--- config.mk ---
export PLATFORM = sky130hd
export DESIGN_NAME = priority_interrupt_dispatch
export DESIGN_NICKNAME = d
export VERILOG_FILES = /design/src/hw/rtl/pid_pkg.sv /design/src/hw/rtl/priority_interrupt_dispatch.sv
export SDC_FILE = /design/constraint.sdc
export NUM_CORES = 1
export LEC_CHECK = 0
export BUFFER_PORTS_ARGS = -buffer_cell sky130_fd_sc_hd__buf_2
export CAP_MARGIN = 25
export CORE_MARGIN = 4
export CORE_UTILIZATION = 40
export DETAILED_ROUTE_END_ITERATION = 16
export PLACE_DENSITY = 0.58
export SYNTH_ARGS = -nofsm -noshare
export SYNTH_HDL_FRONTEND = slang
export SYNTH_SLANG_ARGS = --single-unit
--- constraint.sdc ---
create_clock -name clk -period 4.55 [get_ports clk]
set_input_delay 0.91 -clock clk [delete_from_list [all_inputs] [get_ports clk]]
set_output_delay 0.91 -clock clk [all_outputs]
set_load 0.02 [all_outputs]
--- src/hw/rtl/pid_pkg.sv ---
// Shared types and constants for the priority interrupt dispatch block.
`timescale 1ns / 1ps

package pid_pkg;

  // Item operation codes
  typedef enum logic [2:0] {
    MODE_STEP      = 3'd0,
    MODE_REQUEST   = 3'd1,
    MODE_WR_FLAGS  = 3'd2,
    MODE_WR_ENABLE = 3'd3,
    MODE_SET_IME   = 3'd4,
    MODE_HALT      = 3'd5
  } mode_t;

  // Result action codes
  typedef enum logic [1:0] {
    ACT_UPDATE   = 2'd0,
    ACT_IDLE     = 2'd1,
    ACT_FETCH    = 2'd2,
    ACT_DISPATCH = 2'd3
  } action_t;

  localparam logic [7:0]  FLAG_RESET   = 8'hE1;
  localparam logic [7:0]  ENABLE_RESET = 8'h00;
  localparam logic [15:0] VECTOR_BASE  = 16'h0040;
  localparam int unsigned NUM_SOURCES  = 5;

endpackage : pid_pkg

--- src/hw/rtl/priority_interrupt_dispatch.sv ---
// Fixed-priority interrupt unit: flag/enable/master/halt state and step dispatch.
`timescale 1ns / 1ps

// Channel  | Direction | Handshake          | Payload
// ---------+-----------+--------------------+-------------------------------------------
// in_      | input     | in_valid/in_stall  | mode, cur_pc, cur_sp, bit_index, data_byte
// out_     | output    | out_valid/out_stall| action, next_pc, next_sp, push bytes,
//          |           |                    | irq_index, flags/enables/master/halt now
//
// Each transfer on the input lands in an input register; the decode and priority
// encode run combinationally on the held item against the interrupt state, and as
// the item moves on, the state is updated and the result is captured in the output
// register, from which it transfers once the output is not stalled; one item is
// taken every cycle while the input is not stalled.
// Reset (synchronous, rst_n low) loads flags 0xE1, enables 0, master enable
// and halt clear, and empties both registers. A stall on the output holds the
// result; the input register still fills behind it, so the input stalls only
// once both registers hold an item.

module priority_interrupt_dispatch (
  input  logic              clk,
  input  logic              rst_n,
  // input channel
  input  logic              in_valid,
  output logic              in_stall,
  input  logic [2:0]        in_mode,
  input  logic [15:0]       in_cur_pc,
  input  logic [15:0]       in_cur_sp,
  input  logic [2:0]        in_bit_index,
  input  logic [7:0]        in_data_byte,
  // result channel
  output logic              out_valid,
  input  logic              out_stall,
  output pid_pkg::action_t  out_action,
  output logic [15:0]       out_next_pc,
  output logic [15:0]       out_next_sp,
  output logic [7:0]        out_push_high_byte,
  output logic [7:0]        out_push_low_byte,
  output logic [2:0]        out_irq_index,
  output logic [7:0]        out_flags_now,
  output logic [7:0]        out_enables_now,
  output logic              out_master_on,
  output logic              out_is_halted
);

  import pid_pkg::*;

  // Input register
  logic        s1_valid_r;
  logic [2:0]  s1_mode_r;
  logic [15:0] s1_pc_r;
  logic [15:0] s1_sp_r;
  logic [2:0]  s1_bit_r;
  logic [7:0]  s1_data_r;

  // Interrupt state
  logic [7:0]  flag_r,   flag_nxt;
  logic [7:0]  enable_r, enable_nxt;
  logic        ime_r,    ime_nxt;
  logic        halt_r,   halt_nxt;

  // Result register
  logic        out_valid_r;
  action_t     action_r,  action_nxt;
  logic [15:0] npc_r,     npc_nxt;
  logic [15:0] nsp_r,     nsp_nxt;
  logic [7:0]  hi_r,      hi_nxt;
  logic [7:0]  lo_r,      lo_nxt;
  logic [2:0]  idx_r,     idx_nxt;
  logic [7:0]  flags_o_r;
  logic [7:0]  enables_o_r;
  logic        ime_o_r;
  logic        halt_o_r;

  logic        out_ready;
  logic        s1_advance;
  logic        in_take;
  logic [7:0]  pending;
  logic        src_found;
  logic [2:0]  src_idx;

  // The result register takes a new item when empty or when its result transfers.
  assign out_ready  = !out_valid_r || !out_stall;
  assign s1_advance = s1_valid_r && out_ready;
  assign in_stall   = s1_valid_r && !out_ready;
  assign in_take    = in_valid && !in_stall;

  assign pending = flag_r & enable_r;

  // Lowest pending source among the five vectored ones wins.
  always_comb begin
    src_found = 1'b0;
    src_idx   = '0;
    for (int i = NUM_SOURCES - 1; i >= 0; i--) begin
      if (pending[i]) begin
        src_found = 1'b1;
        src_idx   = 3'(i);
      end
    end
  end

  // Decode the held item against the current state.
  always_comb begin
    flag_nxt   = flag_r;
    enable_nxt = enable_r;
    ime_nxt    = ime_r;
    halt_nxt   = halt_r;
    action_nxt = ACT_UPDATE;
    npc_nxt    = s1_pc_r;
    nsp_nxt    = s1_sp_r;
    hi_nxt     = '0;
    lo_nxt     = '0;
    idx_nxt    = '0;
    unique case (s1_mode_r)
      MODE_STEP: begin
        if (halt_r && (pending == 8'h00)) begin
          // halted with nothing pending: report idle, leave state alone
          action_nxt = ACT_IDLE;
        end else begin
          halt_nxt   = 1'b0;
          action_nxt = ACT_FETCH;
          if ((pending != 8'h00) && ime_r) begin
            ime_nxt = 1'b0;
            // pending only in bits 5..7 drops the master enable without a dispatch
            if (src_found) begin
              flag_nxt          = flag_r & ~(8'h01 << src_idx);
              nsp_nxt           = s1_sp_r - 16'd2;
              hi_nxt            = s1_pc_r[15:8];
              lo_nxt            = s1_pc_r[7:0];
              npc_nxt           = VECTOR_BASE + {10'd0, src_idx, 3'b000};
              idx_nxt           = src_idx;
              action_nxt        = ACT_DISPATCH;
            end
          end
        end
      end
      MODE_REQUEST:   flag_nxt   = flag_r | (8'h01 << s1_bit_r);
      MODE_WR_FLAGS:  flag_nxt   = s1_data_r;
      MODE_WR_ENABLE: enable_nxt = s1_data_r;
      MODE_SET_IME:   ime_nxt    = s1_data_r[0];
      MODE_HALT:      halt_nxt   = 1'b1;
      default:        ; // unused codes: plain update, state unchanged
    endcase
  end

  // Control and state registers
  always_ff @(posedge clk) begin
    if (!rst_n) begin
      s1_valid_r  <= 1'b0;
      out_valid_r <= 1'b0;
      flag_r      <= FLAG_RESET;
      enable_r    <= ENABLE_RESET;
      ime_r       <= 1'b0;
      halt_r      <= 1'b0;
    end else begin
      if (in_take) begin
        s1_valid_r <= 1'b1;
      end else if (s1_advance) begin
        s1_valid_r <= 1'b0;
      end
      if (out_ready) begin
        out_valid_r <= s1_valid_r;
      end
      // commit state only as the item moves into the result register
      if (s1_advance) begin
        flag_r   <= flag_nxt;
        enable_r <= enable_nxt;
        ime_r    <= ime_nxt;
        halt_r   <= halt_nxt;
      end
    end
  end

  // Payload registers
  always_ff @(posedge clk) begin
    if (in_take) begin
      s1_mode_r <= in_mode;
      s1_pc_r   <= in_cur_pc;
      s1_sp_r   <= in_cur_sp;
      s1_bit_r  <= in_bit_index;
      s1_data_r <= in_data_byte;
    end
    if (s1_advance) begin
      action_r    <= action_nxt;
      npc_r       <= npc_nxt;
      nsp_r       <= nsp_nxt;
      hi_r        <= hi_nxt;
      lo_r        <= lo_nxt;
      idx_r       <= idx_nxt;
      flags_o_r   <= flag_nxt;
      enables_o_r <= enable_nxt;
      ime_o_r     <= ime_nxt;
      halt_o_r    <= halt_nxt;
    end
  end

  assign out_valid          = out_valid_r;
  assign out_action         = action_r;
  assign out_next_pc        = npc_r;
  assign out_next_sp        = nsp_r;
  assign out_push_high_byte = hi_r;
  assign out_push_low_byte  = lo_r;
  assign out_irq_index      = idx_r;
  assign out_flags_now      = flags_o_r;
  assign out_enables_now    = enables_o_r;
  assign out_master_on      = ime_o_r;
  assign out_is_halted      = halt_o_r;

  // A dispatch always drops the master enable and leaves halt.
  a_dispatch_state: assert property (@(posedge clk) disable iff (!rst_n)
    (out_valid_r && (action_r == ACT_DISPATCH)) |-> (!ime_o_r && !halt_o_r))
    else $error("dispatch with master enable or halt still set");

  // The dispatched vector matches the reported source.
  a_dispatch_vector: assert property (@(posedge clk) disable iff (!rst_n)
    (out_valid_r && (action_r == ACT_DISPATCH)) |->
      ((idx_r < 3'(NUM_SOURCES)) && (npc_r == VECTOR_BASE + {10'd0, idx_r, 3'b000})))
    else $error("dispatch vector does not match source index");

  // Idle is reported only while halted; a fetch always leaves halt.
  a_idle_halted: assert property (@(posedge clk) disable iff (!rst_n)
    (out_valid_r && (action_r == ACT_IDLE)) |-> halt_o_r)
    else $error("idle reported while not halted");

  a_fetch_running: assert property (@(posedge clk) disable iff (!rst_n)
    (out_valid_r && (action_r == ACT_FETCH)) |-> !halt_o_r)
    else $error("fetch reported while halted");

  // The input backs up only when both registers hold an item.
  a_stall_full: assert property (@(posedge clk) disable iff (!rst_n)
    in_stall |-> (s1_valid_r && out_valid_r && out_stall))
    else $error("input stalled with room in the pipeline");

endmodule : priority_interrupt_dispatch

=== Yosys cells after proc, flatten, opt, wreduce, memory -nomap -nowiden ===
Cells that the tools add are included.

* Output and inout bits: 73
* Input bits: 50
* Word-level logic and storage cells: 87
* Flip-flop bits (word level): 137

* Bitwise operators: 7
* Add/subtract/negate cells: 2
* Shift-type cells: 2
* Eq/ne operators: 5
* Multiplexer cells: 33
* Reduce and logical (&&, ||, !) cells: 16

{| class="wikitable"
|+ Operator list
! operator !! count
|-
| 16-bit 2-to-1 mux || 8
|-
| 8-bit 2-to-1 mux || 4
|-
| 8-bit one-hot mux with 3 select lines || 1
|-
| 8-bit AND || 2
|-
| 1-bit by 3-bit left shift with 8-bit output, first input constant || 2
|-
| 16-bit by 2-bit subtractor with 16-bit output, second input constant || 1
|-
| 3-bit 2-to-1 mux || 5
|-
| 1-bit 2-to-1 mux || 13
|-
| 7-bit by 6-bit adder with 8-bit output, first input constant || 1
|-
| 8-bit zero test || 1
|-
| 8-bit NOT || 1
|-
| 8-bit OR || 1
|-
| 8-bit nonzero test || 1
|-
| 3-bit by 2-bit == test with 1-bit output, second input constant || 2
|-
| 3-bit == test, second input constant || 2
|-
| 1-bit logical AND || 5
|-
| 1-bit zero test || 4
|-
| 1-bit one-hot mux with 2 select lines || 2
|-
| 4-bit OR reduction || 1
|-
| 3-bit by 1-bit == test with 1-bit output, second input constant || 1
|-
| 3-bit zero test || 1
|-
| 1-bit NOT || 3
|-
| 2-bit nonzero test || 1
|-
| 2-bit OR reduction || 1
|-
| 1-bit logical OR || 1
|}

=== Depth between registers and ports, before layout ===
Gate-level depths: netlist (run 1).

* Depth in word-level cells: 13
* Gate-level depth with buffers: 6
* Depth with buffers taken out: 6

=== Least setup slack after synthesis (run 1) ===
Ideal clock, no wire load.

* Kind: in2reg
* Start point: input out_stall
* End point: register action_r[0] (netlist: out_action[0]), enable pin
* Buffers on the path: 1
* Library setup time: 0.463 ns
* Path slack: 0.707 ns
* Cell stages on the path: 3
* Arrival: 3.380 ns
* Required time: 4.087 ns
* Cells stage by stage: a21bo_2 -> inv_1 -> clkbuf_1

* Word-level cells in the longest chain between the ends: 3

{| class="wikitable"
|+ Ends and longest elaborated chain
! what !! RTL line !! source
|-
| start: declaration || priority_interrupt_dispatch.sv:33 || <nowiki>input logic out_stall,</nowiki>
|-
| 1-bit zero test || priority_interrupt_dispatch.sv:83 || <nowiki>assign out_ready = !out_valid_r || !out_stall;</nowiki>
|-
| 1-bit logical OR || priority_interrupt_dispatch.sv:83 ||
|-
| 1-bit logical AND || priority_interrupt_dispatch.sv:84 || <nowiki>assign s1_advance = s1_valid_r && out_ready;</nowiki>
|-
| net s1_advance || priority_interrupt_dispatch.sv:76 || <nowiki>logic s1_advance;</nowiki>
|-
| end signal: assignment || priority_interrupt_dispatch.sv:184 || <nowiki>action_r <= action_nxt;</nowiki>
|-
| end: declaration || priority_interrupt_dispatch.sv:64 || <nowiki>action_t action_r, action_nxt;</nowiki>
|}

The timed path passes the listed nets, and every way through them passes these cells.
A chain may end at the register's enable or synchronous reset.

=== Worst setup path after layout (run 1) ===
* Start point: register s1_mode_r[1]
* End point: register nsp_r[14] (netlist: out_next_sp[14]) (data pin)

* Word-level cells in the longest chain between the ends: 2

{| class="wikitable"
|+ Ends and longest elaborated chain
! what !! RTL line !! source
|-
| start: declaration || priority_interrupt_dispatch.sv:50 || <nowiki>logic [2:0] s1_mode_r;</nowiki>
|-
| start signal: assignment || priority_interrupt_dispatch.sv:177 || <nowiki>s1_mode_r <= in_mode;</nowiki>
|-
| 3-bit zero test || priority_interrupt_dispatch.sv:114 || <nowiki>unique case (s1_mode_r)</nowiki>
|-
| 16-bit 2-to-1 mux || priority_interrupt_dispatch.sv:114 ||
|-
| net nsp_nxt[14] || priority_interrupt_dispatch.sv:66 || <nowiki>logic [15:0] nsp_r, nsp_nxt;</nowiki>
|-
| end signal: assignment || priority_interrupt_dispatch.sv:186 || <nowiki>nsp_r <= nsp_nxt;</nowiki>
|-
| end: declaration || priority_interrupt_dispatch.sv:66 ||
|}

The timed path passes the listed nets, and every way through them passes these cells.

==> impl_results.md, run 1 <==
* Yosys warns at 0
* Synth Flop Type: edfxtp_1
* Die area at between 0.015 and 0.02 mm²
* Clk_lat worst skew at 0.41 ns
* Most frequent cells in the layout: 122 x buf_2, 117 x edfxtp_1, 31 x nor2_1
* Largest net degree at the start of global routing at between 40 and 50
* Synth cell types at 55
* Largest cells by area after synthesis: edfxtp_1 66%, dfxtp_1 7.5%, and2_1 2.5%
* RePlAce Congestion at 0.789
* HP Class: reg2reg
* Fmax at 0.372 GHz
* # setup viols final at 0
* Syn Std Cell Area at between 0.005 and 0.006 mm²
* Antenna violations before repair at 0
* I/O Buffers at between 100 and 150
* Global route overflow at 0
* Leak at around 0.0025 µW
* Sw Share at 22.5%
* Register-to-Register Path Depth at 4
* Clock Sinks at 137
* Tmin final at 2.69 ns
* Antenna-violating nets left at 0
* Post-synth top area share at between 60% and 70%
* Starting Density at about 40%
* Drt drc at 0
* # resized after CTS at 0
* TritonCTS clock tree: built
* Final Util at 51.0%
* Setup CP Type: reg2reg
* Max H-tree Level at 4
* Status: complete, no violations
* NumNets Final at roughly 550
* Combinational fraction of design power at slightly below 7%
* DR WL/cell at 16.1 µm
* Fillers at about 1.1k
* Min-Delay Path Depth at 0
* Hold path start: s1_sp_r[0]
* Number of synthesized register bits at between 100 and 150
* Core Region at between 0.01 and 0.015 mm²
* Detailed Route WL at between 10000 and 15000 µm
* Commonest non-fill, non-tap cell in the layout: buf_2
* Vias per cell at about 4.9
* Worst-path clk slew at ~0.05 ns
* Seq pwr share at between 50% and 60%
* Net Sw Power at 654 µW
* CP Max Fanout at 40
* DR iter-0 viols at ~230
* All-Layer GR Usage at 15.0%
* Max clock buf depth at 2
* Slew @ Worst Pin at 0.930 ns
* Vias post-DR at approximately 3.4k
* Dpl hpwl at between 7000 and 8000 µm
* PwrDens at 432 mW/mm²
* Slew HR at between 30 and 40%
* Drt pass-1 iters at 4
* # rows at 42
* CP Cell Sequence: or4b_4, a31oi_4, nand4_1, xnor2_1
* RSZ-0062 raised after global routing: no
* Syn Inst Count at about 370
* P&R area growth vs syn at 25.4%
* Post-Syn Area per Cell at 14.6 µm²
* Die X at about 120 µm
* TNS Setup at 0 ns
* Critical Path Slowest Stage Cell: a31oi_4
* Crit. End Element: flip-flop
* Syn_nets at between 400 and 500
* Max incr delay on CP at around 0.75 ns
* Critical Path AT at 2.84 ns
* Final Skew at roughly 0.010 ns
* Seq/Total Area, Yosys at 73.0%
* CTS buffer count at 17
* First-pass GRT wire length at roughly 17000 µm
* Layout cell share with drive strength beyond 1 at about 34%
* Root Buffer: clkbuf_16
* # Post-CTS Setup Buffers at 0
* Clock network power share at between 40% and 50%
* R2R Path Start: s1_mode_r[1]
* Crit share post-route at between 50 and 60%
* Internal at between 2000 and 2500 µW
* Max-slew violations at 0
* Vias in the first global route at between 3k and 4k
* Worst setup SP type: flip-flop
* Async set-reset flop share out of synthesis at 0%
* MaxCap Viol Count at 0
* Hold Vio Cnt, Final at 0
* Post-synth top area cell: edfxtp_1
* CP Data Required Time at between 4 and 5 ns
* Worst vdd ir at between 200 and 250 µV
* Die Ht at 124 µm
* Hold buffer count at CTS at 0
* Critical Path Source: s1_mode_r[1]
* Ant. Diodes at 0
* Post-synth EDFFs at approximately 120
* Top-Level Pins at approximately 120
[area by class of cell]
class | instances | area (µm²) | area share [%]
Tap cell | 176 | 220 | 3.28
Sequential cell | 137 | 3910 | 58.2
Clock buffer | 18 | 429 | 6.38
Multi-Input combinational cell | 212 | 1390 | 20.7
Clock inverter | 14 | 109 | 1.62
Timing Repair Buffer | 126 | 641 | 9.53
Inverter | 4 | 16.3 | 0.242
[Yosys cell counts (2+ instances only)]
cell,count
inv_1,3
xnor2_1,11
mux2i_1,3
dfxtp_1,20
buf_2,2
nand3b_1,2
nor2b_1,15
a41oi_1,2
a31oi_1,6
nand4_1,3
a21o_1,5
nand3_1,6
xor2_1,3
nand4b_1,3
a22oi_1,4
and3_1,3
nor2_1,31
and2_1,21
a21oi_1,11
nand2b_1,4
or2_2,3
mux2_2,8
clkbuf_1,12
o21ai_0,8
nand2_1,17
a211o_1,3
nor3_1,12
a211oi_1,2
or3_1,2
edfxtp_1,117
a311oi_1,2
[path summary, 6_finish.rpt]
kind | endpoint | slack (ns)
min reg2reg | out_next_sp[0] | 0.42
min | out_next_sp[0] | 0.42
max reg2reg | out_next_sp[14] | 1.86
max | out_next_sp[14] | 1.86
[critical path: cells and delay by family (launching register included)]
kind	cells	cell delay [ns]
and+or+nand+nor	2	0.91
AOI/OAI and AO/OA	1	0.75
xor gates and xnor gates	1	0.20
DFF	1	0.57
[registers in the layout, summed over array words and instances (netlist names), 2 cells and up]
signal,count
enable_r,8
flag_r,8
out_action,2
out_enables_now,8
out_flags_now,8
out_irq_index,3
out_next_pc,16
out_next_sp,16
out_push_high_byte,8
out_push_low_byte,8
s1_bit_r,3
s1_data_r,8
s1_mode_r,3
s1_pc_r,16
s1_sp_r,16
[power by group through the flow]
stage,clock network (µW),logic [µW],registers [µW]
2_1_floorplan,0,92.1,1530
3_3_place_gp,0,199,1500
3_5_place_dp,0,203,1500
4_1_cts,1260,204,1480
5_1_grt,1330,221,1480
6_report,1230,200,1480
[cell families (layout without fill, tap and decap cells)]
kind of cell | count (synthesis) | after routing | share of synthesized area [%]
adder cells (fa/ha/maj) | 1 | 1 | 0.233
XOR/XNOR | 14 | 14 | 2.29
buffers and inverters | 19 | 162 | 1.38
multiplexers | 11 | 11 | 2.24
AO/OA/AOI/OAI | 52 | 52 | 6.63
flip-flops | 137 | 137 | 73.0
AND/OR/NAND/NOR | 134 | 134 | 14.2
[metrics by stage]
step	instance area [µm²]	instances	hold WS, ns	setup slack [ns]	total power (µW)
after global routing	6720	687	0.436	1.64	3030
final	6720	687	0.420	1.86	2910
after CTS	6720	687	0.420	1.83	2940
after global placement	6180	655	0.403	1.68	1700
after detailed placement	6180	655	0.406	1.64	1700
after floorplan	5360	368	0.400	0.707	1620
[per-layer routing]
| metal | track usage [%] | share of wire (%) | vias up |
|---|---|---|---|
| li1 | - | - | 1645 |
| met1 | 19.4 | 45 | 1595 |
| met2 | 23.4 | 47 | 106 |
| met3 | 5.18 | 7.6 | 9 |
| met4 | 5.47 | 1.2 | 0 |
| met5 | 0 | 0 | - |
Power figures use the tool's default switching activity.
==> run 2: changes to the inputs <==
==> constraint.sdc (replaced) <==
create_clock -name clk -period 2.7 [get_ports clk]
set_input_delay 0.54 -clock clk [delete_from_list [all_inputs] [get_ports clk]]
set_output_delay 0.54 -clock clk [all_outputs]
set_load 0.02 [all_outputs]
==> run 2 against run 1 <==
Effect of this change: flip-flop and latch count unchanged; wire length up 0.24%; die area unchanged; worst setup slack worse by 1.4 ns; register-to-register slack worse by 1.4 ns.
==> impl_results.md, run 2 (synthesis results as in run 1) <==
* TNS Setup at 0 ns (unchanged)
* DR WL/cell at 15.8 µm (-1.3%)
* Clock network power share at 43.4% (+1.1 points)
* Fmax at 0.446 GHz (+20%)
* Core Region at 0.0132 mm² (unchanged)
* Hold Vio Cnt, Final at 0 (unchanged)
* Combinational fraction of design power at 7.2% (+0.3 points)
* Leak at 0.00263 µW (+3.2%)
* Largest net degree at the start of global routing at 76 (+69%)
* RSZ-0062 raised after global routing: no
* # resized after CTS at 0 (unchanged)
* Max clock buf depth at 2 (unchanged)
* Commonest non-fill, non-tap cell in the layout: buf_2
* Max H-tree Level at 4 (unchanged)
* Layout cell share with drive strength beyond 1 at 35.1% (+0.62 points)
* Sw Share at 21.2% (-1.3 points)
* CP Data Required Time at 2.86 ns (-1.84 ns)
* Design area at 0.00684 mm² (+1.7%)
* Drt pass-1 iters at 4 (unchanged)
* Slew HR at 40.6% (+3.1 points)
* Critical Path AT at 2.40 ns (-0.44 ns)
* Max-slew violations at 0 (unchanged)
* Global route overflow at 0 (unchanged)
* Net Sw Power at 1060 µW (+63%)
* # rows at 42 (unchanged)
* Seq pwr share at 49.5% (-1.3 points)
* Worst hold endpoint: s1_data_r[0]
* Die area at 0.0153 mm² (unchanged)
* CP Cell Sequence: inv_1, ha_1, or3b_2, or4_4, nor4b_4, xor2_1
* Worst-path clk slew at 0.06 ns (about the same)
* Clock Sinks at 137 (unchanged)
* R2r endpoint: out_next_sp[15]
* # setup viols final at 0 (unchanged)
* PwrDens at 732 mW/mm² (+69%)
* Final Skew at 0.00801 ns (-0.00243 ns)
* Min-Delay Path Depth at 1 (+1)
* Root Buffer: clkbuf_16
* DR iter-0 viols at 314 (+37%)
* Worst vdd ir at 313 µV (+51%)
* CP Max Fanout at 3 (-93%)
* RePlAce Congestion at 0.789 (unchanged)
* Crit. End Element: flip-flop
* I/O Buffers at 122 (unchanged)
* NumNets Final at 560 (+2.0%)
* Slew @ Worst Pin at 0.892 ns (-0.0383 ns)
* # Post-CTS Setup Buffers at 0 (unchanged)
* MaxCap Viol Count at 0 (unchanged)
* HP Class: in2reg
* Top-Level Pins at 123 (unchanged)
* First-pass GRT wire length at 17100 µm (+0.45%)
* Most frequent cells in the layout: 122 x buf_2, 117 x edfxtp_1, 31 x nor2_1
* P&R area growth vs syn at 27.6%
* Antenna-violating nets left at 0 (unchanged)
* Max incr delay on CP at 0.48 ns (-0.27 ns)
* Status: complete, no violations
* Ant. Diodes at 0 (unchanged)
* Antenna violations before repair at 0 (unchanged)
* All-Layer GR Usage at 15.0% (+0.066 points)
* Clk_lat worst skew at 0.42 ns (about the same)
* Placed Area at 0.00628 mm² (+1.5%)
* Crit share post-route at 83.0% (+24 points)
* Vias post-DR at 3419 (+1.9%)
* Die Ht at 124 µm (unchanged)
* R2R Path Start: s1_sp_r[1]
* Register-to-Register Path Depth at 6 (+2)
* Hold path start: in_data_byte[0]
* Detailed Route WL at 11100 µm (+0.24%)
* Hold buffer count at CTS at 0 (unchanged)
* Worst setup SP type: flip-flop
* Vias in the first global route at 3373 (+1.3%)
* Fillers at 1157 (+0.70%)
* Setup CP Type: reg2reg
* Critical Path Slowest Stage Cell: or3b_2
* Vias per cell at 4.90 (+0.30%)
* Flop2flop setup slack at 0.46 ns (-1.40 ns)
* Dpl hpwl at 7630 µm (-1.1%)
* Tmin final at 2.24 ns (-0.448 ns)
* Worst Hold Margin at 0.295 ns (-0.124 ns)
* Internal at 3940 µW (+75%)
* CTS buffer count at 17 (unchanged)
* Starting Density at 40.6% (unchanged)
* TritonCTS clock tree: built
* Die X at 124 µm (unchanged)
* Drt drc at 0 (unchanged)
## run 2: worst max-delay path: cells and delay by family, from the launching register on
family	cells	cell delay, ns
and+or+nand+nor	3	1.22
DFF	1	0.40
adders and majority gates	1	0.17
buffers and inverters	1	0.11
xor gates and xnor gates	1	0.09
## run 2: worst max-delay path by stage
| stage | end | startpoint | cells past startpoint | slack [ns] |
|---|---|---|---|---|
| CTS | out_next_sp[15] | s1_sp_r[1] | 6 | 0.44 |
| global placement | out_next_sp[15] | s1_sp_r[1] | 6 | 0.49 |
| floorplan | s1_bit_r[0] | out_stall | 2 | 0.23 |
| detailed placement | out_next_sp[15] | s1_sp_r[1] | 6 | 0.45 |
| finish | out_next_sp[15] | s1_sp_r[1] | 6 | 0.46 |
| global route | out_next_sp[7] | s1_sp_r[1] | 6 | 0.26 |
## run 2: power groups by stage
stage          Sequential (µW)  Clock (µW)  Combinational, µW
2_1_floorplan             2570           0                155
3_3_place_gp              2520           0                359
3_5_place_dp              2520           0                363
4_1_cts                   2480        2240                365
5_1_grt                   2490        2330                397
6_report                  2480        2170                359
## run 2: final cells by class
type                       count  area [µm²]  share of cell area, %
tap                          176         220                   3.22
clock buffer                  29         520                   7.61
timing repair buffer         137         736                   10.8
sequential                   137        3910                   57.2
multi-input combinational    212        1390                   20.4
inverter                       4        16.3                  0.238
clock inverter                 3        40.0                  0.585
## run 2: through the flow
step,power (µW),setup slack [ns],util [%],cells
3_3_place_gp,2880,0.485,47.6,666
6_report,5010,0.459,51.9,698
5_1_grt,5220,0.260,51.9,698
3_5_place_dp,2880,0.448,47.6,666
2_1_floorplan,2730,0.234,-,368
4_1_cts,5080,0.444,51.9,698
## run 2: metal layers
| metal | share of wire [%] | vias up | global-route usage, % |
|---|---|---|---|
| met3 | 7.7 | 21 | 4.68 |
| met5 | 0 | - | 0 |
| met1 | 43 | 1614 | 19.5 |
| met2 | 46 | 114 | 22.8 |
| met4 | 2.6 | 0 | 7.68 |
| li1 | - | 1670 | - |
==> run 3: changes to the inputs <==
--- a/config.mk
+++ b/config.mk
@@ -5,6 +5,7 @@
 export SDC_FILE = /design/constraint.sdc
 export NUM_CORES = 1
 export LEC_CHECK = 0
+export ABC_AREA = 1
 export BUFFER_PORTS_ARGS = -buffer_cell sky130_fd_sc_hd__buf_2
 export CAP_MARGIN = 25
 export CORE_MARGIN = 4
==> constraint.sdc (replaced) <==
create_clock -name clk -period 2.3 [get_ports clk]
set_input_delay 0.46 -clock clk [delete_from_list [all_inputs] [get_ports clk]]
set_output_delay 0.46 -clock clk [all_outputs]
set_load 0.02 [all_outputs]
==> run 3 against run 2 <==
Effect of this change: register-to-register slack worse by 0.17 ns; global-route usage up 0.43 points; die area up 6.2%; worst setup slack worse by 0.17 ns; clock skew up 0.0024 ns; largest cell class unchanged; highest routed layer unchanged.
==> impl_results.md, run 3 <==
* Status: complete, no violations
* Clk_lat worst skew at 0.41 ns (about the same)
* Layout cell share with drive strength beyond 1 at 28.3% (-6.8 points)
* Most common library cells after synthesis: 117 x edfxtp_1, 100 x nand2_1, 68 x nor2_1
* Hold buffer count at CTS at 0 (unchanged)
* Slew @ Worst Pin at 0.630 ns (-0.262 ns)
* Critical Path AT at 2.17 ns (-0.23 ns)
* Top-count cell post-synth: edfxtp_1
* Max clock buf depth at 2 (unchanged)
* NumNets Final at 696 (+24%)
* TNS Setup at 0 ns (unchanged)
* # setup viols final at 0 (unchanged)
* Die area at 0.0163 mm² (+6.2%)
* CP Data Required Time at 2.46 ns (-0.40 ns)
* Starting Density at 41.0% (+0.36 points)
* Largest net degree at the start of global routing at 69 (-9.2%)
* Final Skew at 0.0104 ns (+0.00237 ns)
* Hold Vio Cnt, Final at 0 (unchanged)
* Crit. End Element: flip-flop
* Async set-reset flop share out of synthesis at 0% (unchanged)
* Largest cells by area after synthesis: edfxtp_1 62%, dfxtp_1 7.0%, nand2_1 6.6%
* CP delay by family, top: simple AND/OR/NAND/NOR gates
* DR WL/cell at 14.6 µm (-8.2%)
* Leak at 0.00312 µW (+19%)
* First-pass GRT wire length at 19400 µm (+14%)
* Drt pass-1 iters at 4 (unchanged)
* Syn Std Cell Area at 0.00571 mm² (+6.6%)
* Antenna violations before repair at 0 (unchanged)
* Multi-input gate area at 0.00147 mm² (+5.3%)
* Slew HR at 57.7% (+17 points)
* Die X at 127 µm (+3.0%)
* Dpl hpwl at 8530 µm (+12%)
* Setup CP Type: reg2reg
* Design area at 0.00708 mm² (+3.5%)
* Worst setup SP type: flip-flop
* Vias per cell at 4.73 (-3.4%)
* Clock Sinks at 137 (unchanged)
* Detailed Route WL at 12200 µm (+10%)
* Placed Area at 0.00655 mm² (+4.3%)
* Yosys warns at 0 (unchanged)
* Die Ht at 127 µm (+3.0%)
* Syn Inst Count at 509 (+38%)
* Core Region at 0.0139 mm² (+5.6%)
* Storage cell area at 0.00391 mm² (unchanged)
* Drt drc at 0 (unchanged)
* Number of synthesized register bits at 137 (unchanged)
* # Post-CTS Setup Buffers at 0 (unchanged)
* Crit share post-route at 87.4% (+4.4 points)
* Post-synth top area share at 61.5% (-4.1 points)
* Stages on the worst setup path at 8 (+2)
* Vias in the first global route at 3875 (+15%)
* Most common cell on crit path: nand2_1
* Root Buffer: clkbuf_16
* # rows at 43 (+2.4%)
* Max incr delay on CP at 0.50 ns (+0.02 ns)
* Worst-path clk slew at 0.05 ns (about the same)
* Commonest non-fill, non-tap cell in the layout: buf_2
* Register-to-Register Path Depth at 8 (+2)
* Post-synth top area cell: edfxtp_1
* # resized after CTS at 0 (unchanged)
* Synth cell types at 41 (-25%)
* DR iter-0 viols at 310 (-1.3%)
* Post-synth EDFFs at 117 (unchanged)
* Critical Path Slowest Stage Cell: edfxtp_1
* Max H-tree Level at 4 (unchanged)
* Ant. Diodes at 0 (unchanged)
* CP Max Fanout at 23 (+20)
* PwrDens at 824 mW/mm² (+13%)
* CTS buffer count at 17 (unchanged)
* Global route overflow at 0 (unchanged)
* Fillers at 1235 (+6.7%)
* MaxCap Viol Count at 0 (unchanged)
* Synth Flop Type: edfxtp_1
* Worst vdd ir at 546 µV (+75%)
* HP Class: in2reg
* I/O Buffers at 122 (unchanged)
* Vias post-DR at 3964 (+16%)
* Syn_nets at 560 (+34%)
* Fmax at 0.497 GHz (+11%)
* Post-Syn Area per Cell at 11.2 µm² (-23%)
* CP Cell Sequence: nor2_1, nand2_2, inv_2, nand2_4, nor2_8, nand2_1, o21ai_0, nand2_1
* RePlAce Congestion at 0.825 (+4.6%)
* TritonCTS clock tree: built
* Antenna-violating nets left at 0 (unchanged)
* P&R area growth vs syn at 23.9%
* Max-slew violations at 0 (unchanged)
* CP Buf/Inv Count at 1 (unchanged)
* Seq/Total Area, Yosys at 68.5% (-4.5 points)
* RSZ-0062 raised after global routing: no
* Top-Level Pins at 123 (unchanged)
* All-Layer GR Usage at 15.5% (+0.43 points)
* Tmin final at 2.01 ns (-0.231 ns)
* Min-Delay Path Depth at 1 (unchanged)
* Most frequent cells in the layout: 122 x buf_2, 117 x edfxtp_1, 100 x nand2_1
run 3: cell types whose count changed after synthesis, moves of 15 or more:
cell,before,now
nand2_1,17,100
nor2_1,31,68
o21ai_0,8,25
nor2b_1,15,0
and2_1,21,0
inv_1,3,67
run 3: area by class of cell:
cell class | instances | area share [%]
sequential | 137 | 55.3
inverter | 72 | 3.82
timing repair buffer | 127 | 9.51
tap | 180 | 3.18
clock inverter | 8 | 0.636
multi-input combinational | 290 | 20.7
clock buffer | 24 | 6.81
run 3: worst register-to-register path, stage by stage, from the launching register on:
cell and delay, ns:
edfxtp_1 0.50, nor2_1 0.19, nand2_2 0.12, inv_2 0.18, nand2_4 0.12, nor2_8 0.36, nand2_1 0.08, o21ai_0 0.15
nand2_1 0.07
run 3: power by group:
group,internal (µW),switching [µW],total (µW)
combinational,168,338,506
sequential,2850,76.6,2930
clock,1450,946,2400
total,4470,1360,5830
run 3: routing by layer:
layer	share of wire, %	GRT usage (%)	vias to the layer above
met1	45	20.6	1838
met2	46	23.6	145
li1	-	-	1967
met4	1.5	6.69	0
met3	7.8	4.52	14
met5	0	0	-
run 3: path summary, 6_finish.rpt:
path,startpoint,endpoint,slack (ns)
min,in_cur_sp[13],s1_sp_r[13],0.22
max reg2reg,s1_mode_r[0],out_next_sp[8],0.29
max,s1_mode_r[0],out_next_sp[8],0.29
min reg2reg,s1_sp_r[0],out_next_sp[0],0.42
run 3: per-stage QoR:
step                      setup slack, ns  power [µW]  hold slack (ns)  util (%)  instances
final                               0.289        5830            0.222      50.8        838
after global routing                0.103        6100            0.199      50.8        838
after CTS                           0.283        5910            0.200      50.8        838
after detailed placement            0.287        3490            0.410      47.0        806
after global placement              0.346        3480            0.405      47.0        806
after floorplan                    0.0459        3290            0.400         -        509
run 3: cell families after synthesis:
logic type | share of synthesized area [%]
flip-flops | 68.5
adder cells (fa/ha/maj) | 0.219
AO/OA/AOI/OAI | 5.96
AND/OR/NAND/NOR | 17.6
XOR/XNOR | 1.77
buffers and inverters | 5.91
